===== config.mk =====
export PLATFORM = sky130hd
export DESIGN_NAME = multi_encoder_speed_meter
export DESIGN_NICKNAME = d
export VERILOG_FILES = /design/src/sv/mesm_pkg.sv /design/src/sv/mesm_front.sv /design/src/sv/mesm_queue.sv /design/src/sv/mesm_back.sv /design/src/sv/multi_encoder_speed_meter.sv
export SDC_FILE = /design/constraint.sdc
export NUM_CORES = 1
export LEC_CHECK = 0
export ABC_AREA = 1
export BUFFER_PORTS_ARGS = -buffer_cell sky130_fd_sc_hd__buf_4
export CAP_MARGIN = 20
export CORE_UTILIZATION = 45
export CTS_BUF_LIST = sky130_fd_sc_hd__clkbuf_2
export DETAILED_ROUTE_END_ITERATION = 10
export PLACE_DENSITY = 0.69
export SYNTH_ARGS = -nofsm -noshare
export SYNTH_HDL_FRONTEND = slang
export SYNTH_SLANG_ARGS = --single-unit

===== constraint.sdc =====
create_clock -name clk -period 9.7 [get_ports clk]
set_input_delay 0.485 -clock clk [delete_from_list [all_inputs] [get_ports clk]]
set_output_delay 0.485 -clock clk [all_outputs]
set_load 0.1 [all_outputs]

===== src/sv/mesm_pkg.sv =====
// ----------------------------------------------------------------------------
// mesm_pkg
// Shared types and constants of the multi-channel encoder speed meter.
// ----------------------------------------------------------------------------
package mesm_pkg;

    localparam int ELAPSED_W   = 24;
    localparam int CHAN_W      = 3;
    localparam int CFG_W       = 8;
    localparam int CFG_INDEX_W = 1;
    localparam int SPEED_W     = 48;
    localparam int SUM_OUT_W   = 19;
    localparam int FAULT_OUT_W = 3;
    localparam int US_W        = 20;
    localparam int FRAC_BITS   = 16;

    localparam logic [US_W-1:0]        US_PER_S      = 20'd1000000;
    localparam logic [SUM_OUT_W-1:0]   SUM_OUT_MAX   = '1;
    localparam logic [FAULT_OUT_W-1:0] FAULT_OUT_MAX = '1;

    // register indexes
    localparam logic [CFG_INDEX_W-1:0] CFG_THRESHOLD  = 1'd0;
    localparam logic [CFG_INDEX_W-1:0] CFG_MIN_PULSES = 1'd1;

    localparam logic [CFG_W-1:0] THRESHOLD_RESET  = 8'd3;
    localparam logic [CFG_W-1:0] MIN_PULSES_RESET = 8'd2;

    // item kinds
    localparam logic ACT_EDGE    = 1'b0;
    localparam logic ACT_MEASURE = 1'b1;

    typedef struct packed {
        logic [CFG_W-1:0] threshold;
        logic [CFG_W-1:0] min_pulses;
    } cfg_t;

endpackage


===== src/sv/mesm_front.sv =====
// ----------------------------------------------------------------------------
// mesm_front
// Edge counters. Takes one word per cycle while the snapshot queue is not
// full; an edge bumps its channel's saturating counter, a measure snapshots
// all counters into the queue and clears them.
// ----------------------------------------------------------------------------
module mesm_front #(
    parameter int CHANNELS    = 5,
    parameter int COUNT_WIDTH = 16,
    localparam int SNAP_W     = CHANNELS * COUNT_WIDTH + 1 + mesm_pkg::ELAPSED_W
) (
    input  logic                             clk,
    input  logic                             rst_n,
    input  logic                             push,
    output logic                             full,
    input  logic                             action,
    input  logic [mesm_pkg::CHAN_W-1:0]      channel,
    input  logic [mesm_pkg::ELAPSED_W-1:0]   elapsed_us,
    output logic                             snap_push,
    output logic [SNAP_W-1:0]                snap_data,
    input  logic                             snap_full
);
    import mesm_pkg::*;

    localparam logic [COUNT_WIDTH-1:0] COUNT_MAX = '1;

    logic [COUNT_WIDTH-1:0] cnt_reg  [CHANNELS];
    logic [COUNT_WIDTH-1:0] cnt_next [CHANNELS];
    logic                   ovf_reg;
    logic                   ovf_next;
    logic                   accept;

    assign full      = snap_full;
    assign accept    = push && !snap_full;
    assign snap_push = accept && (action == ACT_MEASURE);

    always_comb
    begin
        ovf_next = ovf_reg;
        for (int c = 0; c < CHANNELS; c++)
        begin
            cnt_next[c] = cnt_reg[c];
            if (accept && action == ACT_MEASURE)
            begin
                cnt_next[c] = '0;
            end
            else if (accept && action == ACT_EDGE && 32'(channel) == c)
            begin
                if (cnt_reg[c] != COUNT_MAX)
                begin
                    cnt_next[c] = cnt_reg[c] + 1'b1;
                end
                // flag once the counter lands on its top value
                if (cnt_reg[c] >= COUNT_MAX - 1'b1)
                begin
                    ovf_next = 1'b1;
                end
            end
        end
        if (accept && action == ACT_MEASURE)
        begin
            ovf_next = 1'b0;
        end
    end

    always_comb
    begin
        snap_data = '0;
        for (int c = 0; c < CHANNELS; c++)
        begin
            snap_data[c*COUNT_WIDTH +: COUNT_WIDTH] = cnt_reg[c];
        end
        snap_data[CHANNELS*COUNT_WIDTH] = ovf_reg;
        snap_data[SNAP_W-1 -: ELAPSED_W] = elapsed_us;
    end

    always_ff @(posedge clk or negedge rst_n)
    begin
        if (!rst_n)
        begin
            for (int c = 0; c < CHANNELS; c++)
            begin
                cnt_reg[c] <= '0;
            end
            ovf_reg <= 1'b0;
        end
        else
        begin
            for (int c = 0; c < CHANNELS; c++)
            begin
                cnt_reg[c] <= cnt_next[c];
            end
            ovf_reg <= ovf_next;
        end
    end

    a_snap_not_full: assert property (@(posedge clk) disable iff (!rst_n)
        snap_push |-> !snap_full)
        else $error("snapshot pushed into a full queue");

endmodule


===== src/sv/mesm_queue.sv =====
// ----------------------------------------------------------------------------
// mesm_queue
// Short register queue of measure snapshots between the counters and the
// speed calculation.
// ----------------------------------------------------------------------------
module mesm_queue #(
    parameter int WIDTH = 8,
    parameter int DEPTH = 2
) (
    input  logic             clk,
    input  logic             rst_n,
    input  logic             wr_en,
    input  logic [WIDTH-1:0] wr_data,
    output logic             full,
    input  logic             rd_en,
    output logic [WIDTH-1:0] rd_data,
    output logic             valid
);
    localparam int PTR_W = (DEPTH > 1) ? $clog2(DEPTH) : 1;
    localparam int CNT_W = $clog2(DEPTH + 1);

    logic [WIDTH-1:0] mem_reg [DEPTH];
    logic [PTR_W-1:0] wr_ptr_reg, wr_ptr_next;
    logic [PTR_W-1:0] rd_ptr_reg, rd_ptr_next;
    logic [CNT_W-1:0] cnt_reg, cnt_next;
    logic             do_wr, do_rd;

    assign full    = (cnt_reg == CNT_W'(DEPTH));
    assign valid   = (cnt_reg != '0);
    assign rd_data = mem_reg[rd_ptr_reg];
    assign do_wr   = wr_en && !full;
    assign do_rd   = rd_en && valid;

    always_comb
    begin
        wr_ptr_next = wr_ptr_reg;
        rd_ptr_next = rd_ptr_reg;
        cnt_next    = cnt_reg;
        if (do_wr)
        begin
            wr_ptr_next = (wr_ptr_reg == PTR_W'(DEPTH - 1)) ? '0 : wr_ptr_reg + 1'b1;
        end
        if (do_rd)
        begin
            rd_ptr_next = (rd_ptr_reg == PTR_W'(DEPTH - 1)) ? '0 : rd_ptr_reg + 1'b1;
        end
        if (do_wr && !do_rd)
        begin
            cnt_next = cnt_reg + 1'b1;
        end
        else if (do_rd && !do_wr)
        begin
            cnt_next = cnt_reg - 1'b1;
        end
    end

    always_ff @(posedge clk)
    begin
        if (do_wr)
        begin
            mem_reg[wr_ptr_reg] <= wr_data;
        end
    end

    always_ff @(posedge clk or negedge rst_n)
    begin
        if (!rst_n)
        begin
            wr_ptr_reg <= '0;
            rd_ptr_reg <= '0;
            cnt_reg    <= '0;
        end
        else
        begin
            wr_ptr_reg <= wr_ptr_next;
            rd_ptr_reg <= rd_ptr_next;
            cnt_reg    <= cnt_next;
        end
    end

    a_fill_bound: assert property (@(posedge clk) disable iff (!rst_n)
        32'(cnt_reg) <= DEPTH)
        else $error("queue fill count above depth");

endmodule


===== src/sv/mesm_back.sv =====
// ----------------------------------------------------------------------------
// mesm_back
// Speed calculation. Walks the snapshot one channel a cycle to drop faulty
// channels, scales the sum by one million in two partial products, then runs
// a bit-serial restoring divide and parks the word in the output register.
// ----------------------------------------------------------------------------
module mesm_back #(
    parameter int CHANNELS    = 5,
    parameter int COUNT_WIDTH = 16,
    localparam int SNAP_W     = CHANNELS * COUNT_WIDTH + 1 + mesm_pkg::ELAPSED_W
) (
    input  logic                                clk,
    input  logic                                rst_n,
    input  mesm_pkg::cfg_t                      cfg,
    input  logic                                q_valid,
    input  logic [SNAP_W-1:0]                   q_data,
    output logic                                q_pop,
    output logic                                empty,
    input  logic                                pop,
    output logic [mesm_pkg::SPEED_W-1:0]        speed_q16,
    output logic [mesm_pkg::SUM_OUT_W-1:0]      pulse_sum,
    output logic [mesm_pkg::FAULT_OUT_W-1:0]    fault_count,
    output logic                                saturated
);
    import mesm_pkg::*;

    localparam int IDX_W    = $clog2(CHANNELS);
    localparam int CH_W     = $clog2(CHANNELS + 1);
    localparam int CW1      = COUNT_WIDTH + 1;
    localparam int SUM_W    = COUNT_WIDTH + $clog2(CHANNELS);
    localparam int DEN_W    = CH_W + ELAPSED_W;
    localparam int LO_W     = (SUM_W + 1) / 2;
    localparam int HI_W     = SUM_W - LO_W;
    localparam int NUM_W    = SUM_W + US_W;
    localparam int DIV_BITS = NUM_W + FRAC_BITS;
    localparam int DCNT_W   = $clog2(DIV_BITS + 1);

    localparam logic [2:0] ST_IDLE = 3'd0;
    localparam logic [2:0] ST_WALK = 3'd1;
    localparam logic [2:0] ST_MUL  = 3'd2;
    localparam logic [2:0] ST_ADD  = 3'd3;
    localparam logic [2:0] ST_DIV  = 3'd4;
    localparam logic [2:0] ST_DONE = 3'd5;

    logic [2:0]             state_reg, state_next;
    logic [COUNT_WIDTH-1:0] cnt_reg [CHANNELS];
    logic                   ovf_reg, ovf_next;
    logic [ELAPSED_W-1:0]   elapsed_reg, elapsed_next;
    logic [IDX_W-1:0]       idx_reg, idx_next;
    logic [COUNT_WIDTH-1:0] prev_reg, prev_next;
    logic [SUM_W-1:0]       run_reg, run_next;
    logic [IDX_W-1:0]       faults_reg, faults_next;
    logic [DEN_W-1:0]       den_reg, den_next;
    logic [LO_W+US_W-1:0]   plo_reg, plo_next;
    logic [DIV_BITS-1:0]    dvd_reg, dvd_next;
    logic [DEN_W-1:0]       rem_reg, rem_next;
    logic [SPEED_W-1:0]     quo_reg, quo_next;
    logic                   qovf_reg, qovf_next;
    logic [DCNT_W-1:0]      bits_reg, bits_next;

    logic                   out_valid_reg, out_valid_next;
    logic [SPEED_W-1:0]     speed_reg, speed_next;
    logic [SUM_OUT_W-1:0]   sum_reg, sum_next;
    logic [FAULT_OUT_W-1:0] fault_reg, fault_next;
    logic                   sat_reg, sat_next;

    logic [COUNT_WIDTH-1:0] cur;
    logic [CW1-1:0]         cur_x, prev_x, thr_x, min_x;
    logic                   drop, swap;
    logic [CH_W-1:0]        ch_left;
    logic [HI_W+US_W-1:0]   phi;
    logic [NUM_W-1:0]       num;
    logic [DEN_W:0]         trial;
    logic                   ge;
    logic                   spd_max, sum_sat, load_snap;

    assign cur    = cnt_reg[idx_reg];
    assign cur_x  = CW1'(cur);
    assign prev_x = CW1'(prev_reg);
    assign thr_x  = CW1'(cfg.threshold);
    assign min_x  = CW1'(cfg.min_pulses);
    // signed neighbor differences, rearranged so both sides stay unsigned
    assign drop   = (cur_x + thr_x < prev_x) && (cur_x < min_x);
    assign swap   = (idx_reg == IDX_W'(1)) && (cur_x > prev_x + thr_x) && (prev_x < min_x);

    assign ch_left = CH_W'(CHANNELS) - CH_W'(faults_reg);
    assign phi     = run_reg[SUM_W-1:LO_W] * US_PER_S;
    assign num     = NUM_W'(plo_reg) + {phi, {LO_W{1'b0}}};

    assign trial = {rem_reg, dvd_reg[DIV_BITS-1]};
    assign ge    = (trial >= (DEN_W+1)'(den_reg));

    assign spd_max = (den_reg == '0) || qovf_reg || (&quo_reg);
    assign sum_sat = 64'(run_reg) > 64'(SUM_OUT_MAX);

    assign load_snap = (state_reg == ST_IDLE) && q_valid;
    assign q_pop     = load_snap;
    assign empty     = !out_valid_reg;
    assign speed_q16   = speed_reg;
    assign pulse_sum   = sum_reg;
    assign fault_count = fault_reg;
    assign saturated   = sat_reg;

    always_comb
    begin
        state_next     = state_reg;
        ovf_next       = ovf_reg;
        elapsed_next   = elapsed_reg;
        idx_next       = idx_reg;
        prev_next      = prev_reg;
        run_next       = run_reg;
        faults_next    = faults_reg;
        den_next       = den_reg;
        plo_next       = plo_reg;
        dvd_next       = dvd_reg;
        rem_next       = rem_reg;
        quo_next       = quo_reg;
        qovf_next      = qovf_reg;
        bits_next      = bits_reg;
        out_valid_next = out_valid_reg;
        speed_next     = speed_reg;
        sum_next       = sum_reg;
        fault_next     = fault_reg;
        sat_next       = sat_reg;

        if (pop && out_valid_reg)
        begin
            out_valid_next = 1'b0;
        end

        unique case (state_reg)
            ST_IDLE:
            begin
                if (q_valid)
                begin
                    ovf_next     = q_data[CHANNELS*COUNT_WIDTH];
                    elapsed_next = q_data[SNAP_W-1 -: ELAPSED_W];
                    prev_next    = q_data[COUNT_WIDTH-1:0];
                    run_next     = SUM_W'(q_data[COUNT_WIDTH-1:0]);
                    idx_next     = IDX_W'(1);
                    faults_next  = '0;
                    state_next   = ST_WALK;
                end
            end
            ST_WALK:
            begin
                if (drop)
                begin
                    faults_next = faults_reg + 1'b1;
                end
                else if (swap)
                begin
                    // running equals channel 0 here, so the swap leaves channel 1 alone
                    run_next    = SUM_W'(cur);
                    faults_next = faults_reg + 1'b1;
                end
                else
                begin
                    run_next = run_reg + SUM_W'(cur);
                end
                prev_next = cur;
                idx_next  = idx_reg + 1'b1;
                if (idx_reg == IDX_W'(CHANNELS - 1))
                begin
                    state_next = ST_MUL;
                end
            end
            ST_MUL:
            begin
                den_next   = DEN_W'(ch_left) * DEN_W'(elapsed_reg);
                plo_next   = run_reg[LO_W-1:0] * US_PER_S;
                state_next = ST_ADD;
            end
            ST_ADD:
            begin
                dvd_next  = {num, {FRAC_BITS{1'b0}}};
                rem_next  = '0;
                quo_next  = '0;
                qovf_next = 1'b0;
                bits_next = DCNT_W'(DIV_BITS);
                // skip the divide when the answer is already fixed
                if (run_reg == '0 || den_reg == '0)
                begin
                    state_next = ST_DONE;
                end
                else
                begin
                    state_next = ST_DIV;
                end
            end
            ST_DIV:
            begin
                rem_next  = ge ? DEN_W'(trial - (DEN_W+1)'(den_reg)) : trial[DEN_W-1:0];
                quo_next  = {quo_reg[SPEED_W-2:0], ge};
                qovf_next = qovf_reg | quo_reg[SPEED_W-1];
                dvd_next  = {dvd_reg[DIV_BITS-2:0], 1'b0};
                bits_next = bits_reg - 1'b1;
                if (bits_reg == DCNT_W'(1))
                begin
                    state_next = ST_DONE;
                end
            end
            ST_DONE:
            begin
                if (!out_valid_reg || pop)
                begin
                    if (run_reg == '0)
                    begin
                        speed_next = '0;
                    end
                    else if (spd_max)
                    begin
                        speed_next = '1;
                    end
                    else
                    begin
                        speed_next = quo_reg;
                    end
                    sum_next   = sum_sat ? SUM_OUT_MAX : SUM_OUT_W'(run_reg);
                    fault_next = (32'(faults_reg) > 32'(FAULT_OUT_MAX)) ?
                                 FAULT_OUT_MAX : FAULT_OUT_W'(faults_reg);
                    sat_next   = ovf_reg || sum_sat || ((run_reg != '0) && spd_max);
                    out_valid_next = 1'b1;
                    state_next     = ST_IDLE;
                end
            end
            default:
            begin
                state_next = ST_IDLE;
            end
        endcase
    end

    always_ff @(posedge clk)
    begin
        if (load_snap)
        begin
            for (int c = 0; c < CHANNELS; c++)
            begin
                cnt_reg[c] <= q_data[c*COUNT_WIDTH +: COUNT_WIDTH];
            end
        end
        ovf_reg     <= ovf_next;
        elapsed_reg <= elapsed_next;
        prev_reg    <= prev_next;
        run_reg     <= run_next;
        den_reg     <= den_next;
        plo_reg     <= plo_next;
        dvd_reg     <= dvd_next;
        rem_reg     <= rem_next;
        quo_reg     <= quo_next;
        qovf_reg    <= qovf_next;
        speed_reg   <= speed_next;
        sum_reg     <= sum_next;
        fault_reg   <= fault_next;
        sat_reg     <= sat_next;
    end

    always_ff @(posedge clk or negedge rst_n)
    begin
        if (!rst_n)
        begin
            state_reg     <= ST_IDLE;
            idx_reg       <= '0;
            faults_reg    <= '0;
            bits_reg      <= '0;
            out_valid_reg <= 1'b0;
        end
        else
        begin
            state_reg     <= state_next;
            idx_reg       <= idx_next;
            faults_reg    <= faults_next;
            bits_reg      <= bits_next;
            out_valid_reg <= out_valid_next;
        end
    end

    a_div_nonzero: assert property (@(posedge clk) disable iff (!rst_n)
        state_reg == ST_DIV |-> den_reg != '0)
        else $error("divide running with a zero divisor");

    a_pop_has_data: assert property (@(posedge clk) disable iff (!rst_n)
        q_pop |-> q_valid)
        else $error("snapshot taken from an empty queue");

    a_fault_bound: assert property (@(posedge clk) disable iff (!rst_n)
        state_reg == ST_WALK |-> 32'(faults_reg) < 32'(idx_reg))
        else $error("more faults than channels walked");

endmodule


===== src/sv/multi_encoder_speed_meter.sv =====
// ----------------------------------------------------------------------------
// multi_encoder_speed_meter
// Counts encoder edges on several channels and, on a measure word, reports
// the pulse sum, wire faults and average pulse rate in Q16 hertz.
// ----------------------------------------------------------------------------
//  channel   handshake          payload
//  in        push / full        action, channel, elapsed_us
//  result    pop / empty        speed_q16, pulse_sum, fault_count, saturated
//  config    cfg_valid/ready    cfg_index, cfg_data
//
//  Edge words are taken one per cycle while full is low; full rises only
//  while the snapshot queue (two entries) is full.
//  A measure word is written into the snapshot queue as it is accepted; its
//  result then passes the channel walk, the two scaling steps and the
//  divider, which makes one quotient bit a cycle; a zero sum or zero time
//  skips the divide.
//  A waiting result stalls only the final write of the next one.
//  Reset clears counters, queue and result; config returns to 3 and 2.
// ----------------------------------------------------------------------------
module multi_encoder_speed_meter #(
    parameter int CHANNELS    = 5,
    parameter int COUNT_WIDTH = 16
) (
    input  logic                                 clk,
    input  logic                                 rst_n,
    input  logic                                 push,
    output logic                                 full,
    input  logic                                 action,
    input  logic [mesm_pkg::CHAN_W-1:0]          channel,
    input  logic [mesm_pkg::ELAPSED_W-1:0]       elapsed_us,
    output logic                                 empty,
    input  logic                                 pop,
    output logic [mesm_pkg::SPEED_W-1:0]         speed_q16,
    output logic [mesm_pkg::SUM_OUT_W-1:0]       pulse_sum,
    output logic [mesm_pkg::FAULT_OUT_W-1:0]     fault_count,
    output logic                                 saturated,
    input  logic                                 cfg_valid,
    output logic                                 cfg_ready,
    input  logic [mesm_pkg::CFG_INDEX_W-1:0]     cfg_index,
    input  logic [mesm_pkg::CFG_W-1:0]           cfg_data
);
    import mesm_pkg::*;

    localparam int SNAP_W = CHANNELS * COUNT_WIDTH + 1 + ELAPSED_W;

    cfg_t              cfg_reg, cfg_next;
    logic              snap_push, snap_full, snap_valid, snap_pop;
    logic [SNAP_W-1:0] snap_wdata, snap_rdata;

    assign cfg_ready = 1'b1;

    always_comb
    begin
        cfg_next = cfg_reg;
        if (cfg_valid)
        begin
            unique case (cfg_index)
                CFG_THRESHOLD:  cfg_next.threshold  = cfg_data;
                CFG_MIN_PULSES: cfg_next.min_pulses = cfg_data;
            endcase
        end
    end

    always_ff @(posedge clk or negedge rst_n)
    begin
        if (!rst_n)
        begin
            cfg_reg.threshold  <= THRESHOLD_RESET;
            cfg_reg.min_pulses <= MIN_PULSES_RESET;
        end
        else
        begin
            cfg_reg <= cfg_next;
        end
    end

    mesm_front #(
        .CHANNELS    (CHANNELS),
        .COUNT_WIDTH (COUNT_WIDTH)
    ) u_front (
        .clk        (clk),
        .rst_n      (rst_n),
        .push       (push),
        .full       (full),
        .action     (action),
        .channel    (channel),
        .elapsed_us (elapsed_us),
        .snap_push  (snap_push),
        .snap_data  (snap_wdata),
        .snap_full  (snap_full)
    );

    mesm_queue #(
        .WIDTH (SNAP_W),
        .DEPTH (2)
    ) u_queue (
        .clk     (clk),
        .rst_n   (rst_n),
        .wr_en   (snap_push),
        .wr_data (snap_wdata),
        .full    (snap_full),
        .rd_en   (snap_pop),
        .rd_data (snap_rdata),
        .valid   (snap_valid)
    );

    mesm_back #(
        .CHANNELS    (CHANNELS),
        .COUNT_WIDTH (COUNT_WIDTH)
    ) u_back (
        .clk         (clk),
        .rst_n       (rst_n),
        .cfg         (cfg_reg),
        .q_valid     (snap_valid),
        .q_data      (snap_rdata),
        .q_pop       (snap_pop),
        .empty       (empty),
        .pop         (pop),
        .speed_q16   (speed_q16),
        .pulse_sum   (pulse_sum),
        .fault_count (fault_count),
        .saturated   (saturated)
    );

endmodule

==> out/metrics.csv <==
metric,value,unit
Tcrit/Tclk final,0.618,
die width,298,um
Final setup viols,0,
Synth top area share,0.442,
reg2reg setup slack,3700,ps
Worst Path Buf+Inv,4,
CP max-delay cell,o21ai_0,
syn_nets,4503,
H-tree levels,4,
hold buffer count at CTS,94,
ranking of synthesized cells by area,"edfxtp_1 (44%), ha_1 (9.5%), nand2_1 (9.3%)",
clk_skew,123,ps
CP endpoint kind,register,
die area,88900,um2
Root Buffer,clkbuf_2,
GRT Overall Usage,0.209,
port buffer count,114,
Tmin final,6000,ps
Placer Congestion,0.923,
# fillers,8016,
Critical Path Max Stage Delay,940,ps
area grow syn2layout,12.3,%
CTS tree,yes,
layout cells sized above 1,0.111,
count of different cell masters after synthesis,63,
reg2reg start,u_back.idx_reg[2],
max frequency,167,MHz
"most used cell, CP",nand2_1,
Post-Synth Simple-Gate Area,0.172,
height of the die,298,um
"area leader, netlist",edfxtp_1,
Post-Syn Instances,4087,
initial antenna violation count,3,
Synth Area in Compound Gates,0.0869,
RSZ-0062 raised after global routing,false,
Via density,5.04,
vias in the first global route,28198,
sequential area share after synthesis,0.517,
xor and xnor area share after synthesis,0.0297,
worst min-delay path startpoint,cfg_index,
CTS resizes,0,
endpoints failing hold,0,
initial drt markers,1957,
WP data required,10690,ps
Post-synth EDFFs,581,
MaxCap Viol Count,0,
Fin Hold WS,163,ps
Std-Cell Rows,108,
DRC Markers,0,
adder-cell share of the synthesized area,0.133,
Hold WC Path Type,input pin to register,
NumNets Final,4826,
headroom to the max-slew limit,0.257,
worst-path cell chain,"clkinv_1, o21ai_0, inv_1, fa_1, nand3b_1, and2_1, inv_1, a21oi_1, nor2_1, nand2_1, nor2_1, xor2_1, ha_1, inv_1, o31a_1, nand2_1, nand2_1, nand2_1, nand2_1, nand3_1, o21a_1",
critical path's top delay family,compound AO/OA/AOI/OAI gates,
Routed WL per cell,16.0,um
Clock Sinks,698,
core area,86800,um2
asr flop ratio synth,0.168,
largest net degree at the start of global routing,94,
DR vias,28776,
largest fanout on the critical path,28,
postcts setup bufs,0,
Largest register FFs,210,
CP Class,register to register,
Clock Tree Buf Depth,3,
fin. max-slew vios,0,
"Warnings, synthesis",0,
Post-DP HPWL,65100,um
post-synthesis mux area share,0,
run status,"complete, no violations",
largest family of logic cells by synthesized area,simple AND/OR/NAND/NOR gates,
Setup TNS,0,ps
mean post-synth cell area,9.65,um2
Overflow after GRT,0,
"Cell Area, Synth",39500,um2
WP data arrival,6980,ps
ys flop type,edfxtp_1,
worst hold stages,5,
#FFs+latches synth,698,
"antenna viol nets, final",0,
"Clk Latency, worst-skew pair",1480,ps
first-pass GRT wire length,148000,um
Worst-path clk slew,90,ps
Reg2Reg Capture Point,u_back.run_reg[7],
effective utilization at floorplan,0.455,
Tightest Pin Transition,1120,ps
Hold Path Sink,cfg_reg[8],
Ports,116,
DR pass1 iterations,5,
Startpoint Class,register,
cts bufs inserted,179,
worst reg2reg path depth,21,
Post-Route WL,91600,um
cells by family after synthesis:
logic type | count (synthesis)
AND/OR/NAND/NOR | 1606
flip-flops | 698
buffers and inverters | 645
AO/OA/AOI/OAI | 629
adder cells (fa/ha/maj) | 374
XOR/XNOR | 134
other | 1
per-stage QoR:
step                      cells  setup WS [ps]   util  cell area (um2)
after floorplan            4087           3530      -            39500
after global placement     5288           3900  0.480            41600
after detailed placement   5288           3800  0.480            41600
after CTS                  5706           3700  0.510            44300
after global routing       5713           3110  0.511            44300
final                      5713           3700  0.511            44300
Yosys cell counts (20+ instances only):
library cell and count:
a21oi_1 240, a31oi_1 21, clkbuf_1 65, dfrtp_1 114, edfxtp_1 581, fa_1 74, ha_1 300, inv_1 545
nand2_1 975, nand3_1 106, nand4_1 57, nor2_1 317, nor3_1 59, nor4_1 25, o21ai_0 263, o21ai_1 20
xnor2_1 52, xor2_1 82
worst max-delay path by stage:
stage,startpoint,to,slack [ps],cells past startpoint
2_1_floorplan,action,u_queue.mem_reg[0][0],3530,6
3_3_place_gp,u_back.idx_reg[2],u_back.run_reg[0],3900,21
3_5_place_dp,u_back.idx_reg[2],u_back.run_reg[0],3800,21
4_1_cts,u_back.idx_reg[2],u_back.run_reg[7],3700,21
5_1_grt,u_back.idx_reg[2],u_back.run_reg[7],3110,21
6_report,u_back.idx_reg[2],u_back.run_reg[7],3700,21
layout make-up:
| cell class | count | area, um2 | share of cell area |
|---|---|---|---|
| well taps | 1155 | 1450 | 0.0326 |
| clock inverters | 66 | 395 | 0.00892 |
| repair buffers | 232 | 2030 | 0.0459 |
| flip-flops and latches | 698 | 20400 | 0.460 |
| diodes | 5 | 12.5 | 0.000282 |
| inverters | 555 | 2090 | 0.0471 |
| clock buffers | 258 | 1290 | 0.0291 |
| multi-input cells | 2744 | 16700 | 0.376 |
routing by layer:
layer	global-route usage	part of all wire
met1	0.280	0.45
met2	0.340	0.48
met3	0.0363	0.048
met4	0.0744	0.024
met5	0	0
worst reg2reg max path, stage by stage (launching register included):
cell      delay (ps)
dfrtp_1          530
clkinv_1         640
o21ai_0          950
inv_1            230
fa_1             480
nand3b_1         170
and2_1           180
inv_1             80
a21oi_1          110
nor2_1           200
nand2_1           90
nor2_1           160
xor2_1            90
ha_1             300
inv_1             50
o31a_1           270
nand2_1           70
nand2_1           40
nand2_1           50
nand2_1           50
nand3_1          100
o21a_1           720
cells in the final DEF (no fill, tap or decap), types with 74 or more instances in the layout:
master and instances:
nand2_1 974, inv_1 543, nor2_1 311, xor2_1 82
clkbuf_2 258, edfxtp_1 581, buf_4 136, nand3_1 106
dfrtp_1 113, fa_1 74, dlygate4sd3_1 93, a21oi_1 240
o21ai_0 263, ha_1 300
Power is not shown: default switching activity piles up to over one toggle a cycle in this logic, so the estimate is an artifact.
